==> config.mk <==
export PLATFORM = sky130hd
export DESIGN_NAME = segment_address_translate_core_flat
export DESIGN_NICKNAME = d
export VERILOG_FILES = /design/src/design/sat_pkg.sv /design/src/design/sat_in_if.sv /design/src/design/sat_out_if.sv /design/src/design/segment_address_translate_core.sv /design/src/design/sat_status.sv /design/src/flat_wrapper.sv
export SDC_FILE = /design/constraint.sdc
export NUM_CORES = 1
export LEC_CHECK = 0
export BUFFER_PORTS_ARGS = -buffer_cell sky130_fd_sc_hd__buf_2
export CAP_MARGIN = 20
export CORE_UTILIZATION = 60
export DETAILED_ROUTE_END_ITERATION = 6
export GPL_ROUTABILITY_DRIVEN = 0
export PLACE_DENSITY = 0.91
export SLEW_MARGIN = 10
export SYNTH_ARGS = -nofsm -noshare
export SYNTH_HDL_FRONTEND = slang
export SYNTH_SLANG_ARGS = --single-unit
==> constraint.sdc <==
create_clock -name clk -period 12.6 [get_ports clk]
set_input_delay 2.52 -clock clk [delete_from_list [all_inputs] [get_ports clk]]
set_output_delay 2.52 -clock clk [all_outputs]
set_load 0.02 [all_outputs]
==> src/design/sat_pkg.sv <==
// ----------------------------------------------------------------------------
// sat_pkg
// Shared types and constants for the segment address translation pipeline.
// ----------------------------------------------------------------------------
`default_nettype none

package sat_pkg;

  typedef logic [1:0] status_t;

  localparam status_t ST_OK          = 2'd0;
  localparam status_t ST_BOUNDS      = 2'd1;
  localparam status_t ST_NOT_PRESENT = 2'd2;

  typedef logic [2:0] seg_idx_t;

  localparam seg_idx_t IDX_FS = 3'd4;
  localparam seg_idx_t IDX_GS = 3'd5;

  localparam logic [63:0] WORD_MAX = 64'h0000_0000_0000_ffff;

  // Limit-check flags handed from the compare stage to the status decision
  typedef struct packed {
    logic present;
    logic expand_down;
    logic check;
    logic gran;
    logic off_gt_limit;
    logic off_gt_word;
  } sat_chk_t;

endpackage

`default_nettype wire

==> src/design/sat_in_if.sv <==
// ----------------------------------------------------------------------------
// sat_in_if
// Access channel: one segmented access per transfer.
// ----------------------------------------------------------------------------
`default_nettype none

interface sat_in_if;
  logic        valid;
  logic        ready;
  logic [2:0]  seg_index;
  logic        real_or_v86;
  logic        long_mode_active;
  logic        code_seg_long;
  logic        hidden_valid;
  logic [15:0] seg_selector;
  logic [63:0] seg_base;
  logic [31:0] seg_limit;
  logic        seg_present;
  logic [3:0]  seg_type;
  logic        seg_granularity;
  logic [63:0] offset_addr;

  modport source (
    output valid, seg_index, real_or_v86, long_mode_active, code_seg_long,
           hidden_valid, seg_selector, seg_base, seg_limit, seg_present,
           seg_type, seg_granularity, offset_addr,
    input  ready
  );

  modport sink (
    input  valid, seg_index, real_or_v86, long_mode_active, code_seg_long,
           hidden_valid, seg_selector, seg_base, seg_limit, seg_present,
           seg_type, seg_granularity, offset_addr,
    output ready
  );
endinterface

`default_nettype wire

==> src/design/sat_out_if.sv <==
// ----------------------------------------------------------------------------
// sat_out_if
// Result channel: flat address and status per transfer.
// ----------------------------------------------------------------------------
`default_nettype none

interface sat_out_if;
  logic        valid;
  logic        ready;
  logic [63:0] flat_addr;
  logic [1:0]  status;

  modport source (
    output valid, flat_addr, status,
    input  ready
  );

  modport sink (
    input  valid, flat_addr, status,
    output ready
  );
endinterface

`default_nettype wire

==> src/design/segment_address_translate_core.sv <==
// Throughput: one access per cycle; stalls back-pressure through the three
//   stage registers without loss or repetition.
// The 64-bit base add is split over the second and third stage (32 bits each).
// Reset (rst_n low, synchronous) clears the stage valid bits only.
// ----------------------------------------------------------------------------
// segment_address_translate_core
// Segmented-to-flat address translation with limit and present checks.
// ----------------------------------------------------------------------------
`default_nettype none

module segment_address_translate_core (
  input  wire       clk,
  input  wire       rst_n,
  sat_in_if.sink    in_chan,
  sat_out_if.source out_chan
);
  import sat_pkg::*;

  // Stage 1: registered access
  logic        s1_valid_r;
  logic [2:0]  s1_idx_r;
  logic        s1_rv86_r;
  logic        s1_lma_r;
  logic        s1_cslong_r;
  logic        s1_hvalid_r;
  logic [15:0] s1_sel_r;
  logic [63:0] s1_base_r;
  logic [31:0] s1_limit_r;
  logic        s1_present_r;
  logic [3:0]  s1_type_r;
  logic        s1_gran_r;
  logic [63:0] s1_off_r;

  // Stage 2: low sums and compares
  logic        s2_valid_r;
  logic        s2_rv86_r;
  logic        s2_mode64_r;
  logic        s2_fsgs_r;
  logic [31:0] s2_base_hi_r;
  logic [63:0] s2_off_r;
  logic [32:0] s2_lo_sum_r;
  logic [31:0] s2_rv86_sum_r;
  sat_chk_t    s2_chk_r;

  // Stage 3: output register
  logic        s3_valid_r;
  logic [63:0] s3_flat_r;
  status_t     s3_status_r;

  logic adv1, adv2, adv3;

  assign adv3 = !s3_valid_r || out_chan.ready;
  assign adv2 = !s2_valid_r || adv3;
  assign adv1 = !s1_valid_r || adv2;
  assign in_chan.ready = adv1;

  // Stage 2 combinational
  logic        mode64_nxt;
  logic        fsgs_nxt;
  logic [31:0] rv86_base;
  logic [31:0] rv86_sum_nxt;
  logic [32:0] lo_sum_nxt;
  sat_chk_t    chk_nxt;

  always_comb begin
    mode64_nxt   = s1_lma_r && s1_cslong_r;
    fsgs_nxt     = (s1_idx_r == IDX_FS) || (s1_idx_r == IDX_GS);
    rv86_base    = s1_hvalid_r ? s1_base_r[31:0] : {12'd0, s1_sel_r, 4'd0};
    rv86_sum_nxt = rv86_base + {16'd0, s1_off_r[15:0]};
    lo_sum_nxt   = {1'b0, s1_base_r[31:0]} + {1'b0, s1_off_r[31:0]};
    chk_nxt.present      = s1_present_r;
    chk_nxt.expand_down  = (s1_type_r[3:2] == 2'b01);
    chk_nxt.check        = !mode64_nxt;
    chk_nxt.gran         = s1_gran_r;
    chk_nxt.off_gt_limit = (|s1_off_r[63:32]) || (s1_off_r[31:0] > s1_limit_r);
    chk_nxt.off_gt_word  = (s1_off_r > WORD_MAX);
  end

  // Stage 3 combinational
  logic [31:0] hi_sum;
  status_t     chk_status;
  status_t     status_nxt;
  logic [63:0] flat_nxt;
  logic [63:0] addr_sel;

  sat_status u_status (
    .chk    (s2_chk_r),
    .status (chk_status)
  );

  always_comb begin
    hi_sum = s2_base_hi_r + s2_off_r[63:32] + {31'd0, s2_lo_sum_r[32]};
    if (s2_rv86_r) begin
      addr_sel   = {32'd0, s2_rv86_sum_r};
      status_nxt = ST_OK;
    end else begin
      status_nxt = chk_status;
      if (s2_mode64_r) begin
        addr_sel = s2_fsgs_r ? {hi_sum, s2_lo_sum_r[31:0]} : s2_off_r;
      end else begin
        addr_sel = {32'd0, s2_lo_sum_r[31:0]};
      end
    end
    // drop the address on any failure
    flat_nxt = (status_nxt == ST_OK) ? addr_sel : 64'd0;
  end

  always_ff @(posedge clk) begin
    if (!rst_n) begin
      s1_valid_r <= 1'b0;
      s2_valid_r <= 1'b0;
      s3_valid_r <= 1'b0;
    end else begin
      if (adv1) s1_valid_r <= in_chan.valid;
      if (adv2) s2_valid_r <= s1_valid_r;
      if (adv3) s3_valid_r <= s2_valid_r;
    end
  end

  always_ff @(posedge clk) begin
    if (adv1) begin
      s1_idx_r     <= in_chan.seg_index;
      s1_rv86_r    <= in_chan.real_or_v86;
      s1_lma_r     <= in_chan.long_mode_active;
      s1_cslong_r  <= in_chan.code_seg_long;
      s1_hvalid_r  <= in_chan.hidden_valid;
      s1_sel_r     <= in_chan.seg_selector;
      s1_base_r    <= in_chan.seg_base;
      s1_limit_r   <= in_chan.seg_limit;
      s1_present_r <= in_chan.seg_present;
      s1_type_r    <= in_chan.seg_type;
      s1_gran_r    <= in_chan.seg_granularity;
      s1_off_r     <= in_chan.offset_addr;
    end
    if (adv2) begin
      s2_rv86_r     <= s1_rv86_r;
      s2_mode64_r   <= mode64_nxt;
      s2_fsgs_r     <= fsgs_nxt;
      s2_base_hi_r  <= s1_base_r[63:32];
      s2_off_r      <= s1_off_r;
      s2_lo_sum_r   <= lo_sum_nxt;
      s2_rv86_sum_r <= rv86_sum_nxt;
      s2_chk_r      <= chk_nxt;
    end
    if (adv3) begin
      s3_flat_r   <= flat_nxt;
      s3_status_r <= status_nxt;
    end
  end

  assign out_chan.valid     = s3_valid_r;
  assign out_chan.flat_addr = s3_flat_r;
  assign out_chan.status    = s3_status_r;

endmodule

`default_nettype wire

==> src/design/sat_status.sv <==
// ----------------------------------------------------------------------------
// sat_status
// Present and limit decision for protected and long mode accesses.
// ----------------------------------------------------------------------------
`default_nettype none

module sat_status (
  input  wire sat_pkg::sat_chk_t chk,
  output sat_pkg::status_t       status
);
  import sat_pkg::*;

  always_comb begin
    status = ST_OK;
    if (!chk.present) begin
      status = ST_NOT_PRESENT;
    end else if (chk.check) begin
      if (chk.expand_down) begin
        // expand-down: valid range lies above the limit
        if ((!chk.gran && chk.off_gt_word) || !chk.off_gt_limit) begin
          status = ST_BOUNDS;
        end
      end else if (chk.off_gt_limit) begin
        status = ST_BOUNDS;
      end
    end
  end

endmodule

`default_nettype wire
==> src/flat_wrapper.sv <==
// flat-port wrapper written by rule: the top's interface ports become plain ports
module segment_address_translate_core_flat import sat_pkg::*;
  (clk, rst_n, in_chan_valid, in_chan_seg_index, in_chan_real_or_v86, in_chan_long_mode_active, in_chan_code_seg_long, in_chan_hidden_valid, in_chan_seg_selector, in_chan_seg_base, in_chan_seg_limit, in_chan_seg_present, in_chan_seg_type, in_chan_seg_granularity, in_chan_offset_addr, in_chan_ready, out_chan_valid, out_chan_flat_addr, out_chan_status, out_chan_ready);
  sat_in_if in_chan_i ();
  sat_out_if out_chan_i ();
  input  wire clk;
  input  wire rst_n;
  input wire logic [$bits(in_chan_i.valid)-1:0] in_chan_valid;
  input wire logic [$bits(in_chan_i.seg_index)-1:0] in_chan_seg_index;
  input wire logic [$bits(in_chan_i.real_or_v86)-1:0] in_chan_real_or_v86;
  input wire logic [$bits(in_chan_i.long_mode_active)-1:0] in_chan_long_mode_active;
  input wire logic [$bits(in_chan_i.code_seg_long)-1:0] in_chan_code_seg_long;
  input wire logic [$bits(in_chan_i.hidden_valid)-1:0] in_chan_hidden_valid;
  input wire logic [$bits(in_chan_i.seg_selector)-1:0] in_chan_seg_selector;
  input wire logic [$bits(in_chan_i.seg_base)-1:0] in_chan_seg_base;
  input wire logic [$bits(in_chan_i.seg_limit)-1:0] in_chan_seg_limit;
  input wire logic [$bits(in_chan_i.seg_present)-1:0] in_chan_seg_present;
  input wire logic [$bits(in_chan_i.seg_type)-1:0] in_chan_seg_type;
  input wire logic [$bits(in_chan_i.seg_granularity)-1:0] in_chan_seg_granularity;
  input wire logic [$bits(in_chan_i.offset_addr)-1:0] in_chan_offset_addr;
  output wire logic [$bits(in_chan_i.ready)-1:0] in_chan_ready;
  output wire logic [$bits(out_chan_i.valid)-1:0] out_chan_valid;
  output wire logic [$bits(out_chan_i.flat_addr)-1:0] out_chan_flat_addr;
  output wire logic [$bits(out_chan_i.status)-1:0] out_chan_status;
  input wire logic [$bits(out_chan_i.ready)-1:0] out_chan_ready;
  assign in_chan_i.valid = in_chan_valid;
  assign in_chan_i.seg_index = in_chan_seg_index;
  assign in_chan_i.real_or_v86 = in_chan_real_or_v86;
  assign in_chan_i.long_mode_active = in_chan_long_mode_active;
  assign in_chan_i.code_seg_long = in_chan_code_seg_long;
  assign in_chan_i.hidden_valid = in_chan_hidden_valid;
  assign in_chan_i.seg_selector = in_chan_seg_selector;
  assign in_chan_i.seg_base = in_chan_seg_base;
  assign in_chan_i.seg_limit = in_chan_seg_limit;
  assign in_chan_i.seg_present = in_chan_seg_present;
  assign in_chan_i.seg_type = in_chan_seg_type;
  assign in_chan_i.seg_granularity = in_chan_seg_granularity;
  assign in_chan_i.offset_addr = in_chan_offset_addr;
  assign in_chan_ready = in_chan_i.ready;
  assign out_chan_valid = out_chan_i.valid;
  assign out_chan_flat_addr = out_chan_i.flat_addr;
  assign out_chan_status = out_chan_i.status;
  assign out_chan_i.ready = out_chan_ready;
  segment_address_translate_core u_core (.clk(clk), .rst_n(rst_n), .in_chan(in_chan_i), .out_chan(out_chan_i));
endmodule
==> results.yml <==
power:
  peakVddDrop_mv: 0.1367
  power.total_mw: 3.505
  power_leakage_nw: 9.725
  powerDensity_nw_per_um2: 153.0
yosys:
  ys_ff_latch: 425
  synth_top_flop_cell: "edfxtp_1"
  yosysUniqueCellTypes: 70
  yosysSeqAreaShare_pct: 64.92
  synth_edf_count: 422
  syn_nets: 1751
  yosys_warnings: 0
  netlist_area_um2: 19610
  async_flop_share_pct: 0
  syn_inst: 1444
  postSynthAreaPerCell_um2: 13.58
drt:
  post_drt_wl_per_cell_um: 19.68
  wl_um: 43050
  vias: 13060
  drc: 0
  ant_nets: 0
  drt-vias-per-instance: 5.967
  initialDrtViolationCount: 1570
  drt_first_pass_iters: 6
final_layout:
  drive_gt1_share_pct: 21.30
  final_common_cell: "edfxtp_1"
  final_core_util_pct: 71.84
  final_cell_mix: "422 x edfxtp_1, 257 x buf_2, 126 x nor2_1"
  syn_to_final_growth_pct: 16.79
  stdcell_area_um2: 22900
  nets: 2026
flow_run:
  drv_cap: 0
worst_setup_path:
  critPathKind: "input pin to output port"
  cpLargestDelayFamily: "simple AND/OR/NAND/NOR gates"
  cp_data_arrival_time_ns: 3.92
  cp.required_ns: 10.08
  cpPeakStageDelay_ns: 0.48
  worstSetupStartpointType: "input pin"
  path_cells: "buf_2 > nor2b_1 > nand3_4 > buf_2"
  cp-end-kind: "output port"
  cp_slowest_cell: "nand3_4"
  path_common_cell: "buf_2"
  path_buf_inv: 2
  worst-path-max-fanout: 29
cts:
  h-tree-depth: 2
  cts-root-buf: "clkbuf_16"
  clk_latency_ns: 0.54
  cts_tree: "built"
  clkTransAtPathRegs_ns: 0.06
  cts_resized: 0
  cts_buffers: 44
  hold_buffers: 0
  cts_sinks: 425
  postCtsSetupRepairBufs: 0
  clk_path_buf_depth: 3
die:
  die_area_um2: 33410
  core_um2: 31880
  die_h_um: 182.8
  start_util_pct: 61.51
  num_rows: 65
  die_w_um: 182.8
  io_pins: 261
timing:
  fmax_ghz: 0.1552
  slew_headroom_pct: 32.43
  hold_ws_ns: 0.4189
  fin_crit_sh_pct: 51.13
  drv_slew: 0
  period_minus_slack_ns: 6.442
  skew_ns: 0.01765
  hold_violations: 0
  finalSetupViolCount: 0
  rsz0062_at_grt: "false"
  tightest_slew_ns: 1.014
  fin_tns_setup_ns: 0
placement:
  place.port_buffers: 257
  place_area_um2: 21400
  dp_hpwl_um: 30230
min_path:
  hold_class: "flip-flop to flip-flop"
global_route:
  grt_max_degree: 88
  overflow: 0
  grt_pass1_vias: 12890
  grt_antenna_before_repair: 2
  track_usage_pct: 25.77
  grt_pass1_wl_um: 66210
status:
  status: "finished, final reports clean"
state kept, by name, summed over array words and instances (netlist names), 2 cells and up:
register	cells
u_core.out_chan.flat_addr	64
u_core.out_chan.status	2
u_core.s1_base_r	64
u_core.s1_idx_r	2
u_core.s1_limit_r	32
u_core.s1_off_r	64
u_core.s1_sel_r	16
u_core.s1_type_r	2
u_core.s2_base_hi_r	32
u_core.s2_chk_r	6
u_core.s2_lo_sum_r	33
u_core.s2_off_r	64
u_core.s2_rv86_sum_r	32
final timing paths:
check                                          start                        to  slack [ns]  depth (start not counted)
worst max register to register    u_core.s1_hvalid_r  u_core.s2_rv86_sum_r[26]        8.82                         13
worst min register to register  u_core.s1_base_r[39]    u_core.s2_base_hi_r[7]        0.42                          0
worst max-delay path                  out_chan_ready             in_chan_ready        6.16                          4
worst min-delay path            u_core.s1_base_r[39]    u_core.s2_base_hi_r[7]        0.42                          0
cell families (layout without fill, tap and decap cells):
family	count (synthesis)	in the layout	synth area share (%)
XOR/XNOR	73	73	3.260
AO/OA/AOI/OAI	332	332	10.89
other	0	2	0
flip-flops	425	425	64.92
AND/OR/NAND/NOR	342	342	8.281
adder cells (fa/ha/maj)	114	114	7.426
buffers and inverters	92	399	1.767
multiplexers	66	66	3.452
through the flow:
| stage | instances | setup WS [ns] |
|---|---|---|
| floorplan | 1444 | 3.028 |
| global route | 2188 | 6.092 |
| CTS | 2186 | 6.133 |
| finish | 2188 | 6.158 |
| detailed placement | 2108 | 6.125 |
| global placement | 2108 | 6.175 |
final cells by class:
class,count,area [µm²]
Sequential cell,425,12730
Multi-Input combinational cell,927,6559
Clock buffer,49,1141
Tap cell,435,544.3
Clock inverter,29,359.1
Timing Repair Buffer,267,1361
Antenna cell,2,5.005
Inverter,54,202.7
Fill cell,2065,8976
per-layer routing:
metal | up-vias | share of wire, % | GRT usage, %
li1 | 6058 | - | -
met1 | 6124 | 37 | 31.07
met2 | 740 | 51 | 46.87
met3 | 134 | 7.8 | 3.713
met4 | 0 | 3.6 | 9.733
met5 | - | 0 | 0
cell usage after synthesis (5+ instances only):
master | n | area (µm²)
a211oi_1 | 8 | 60.06
o31ai_1 | 5 | 37.54
o211ai_1 | 14 | 105.1
o21a_1 | 11 | 82.58
mux2_2 | 13 | 146.4
nand2b_1 | 13 | 81.33
nor2b_1 | 14 | 87.58
o21bai_1 | 9 | 67.56
and3_1 | 8 | 50.05
edfxtp_1 | 422 | 12670
clkbuf_1 | 29 | 108.9
xnor2_1 | 50 | 437.9
xor2_1 | 23 | 201.4
ha_1 | 110 | 1376
inv_1 | 54 | 202.7
nand4_1 | 28 | 175.2
and2_1 | 9 | 56.30
mux2i_1 | 53 | 530.5
nor2_1 | 126 | 473.0
nor4_1 | 15 | 93.84
or3_1 | 8 | 50.05
a21o_1 | 55 | 412.9
nor3_1 | 5 | 25.02
a21oi_1 | 121 | 605.6
o21ai_0 | 45 | 225.2
nand2_1 | 75 | 281.5
nand3_1 | 28 | 140.1
buf_1 | 8 | 30.03
o21ai_1 | 12 | 60.06
power breakdown:
| part | total [mW] | switching (mW) | internal, mW |
|---|---|---|---|
| clock network | 1.35 | 0.530 | 0.817 |
| registers | 1.73 | 0.0515 | 1.68 |
| logic | 0.430 | 0.250 | 0.179 |
Power figures use the tool's default switching activity.
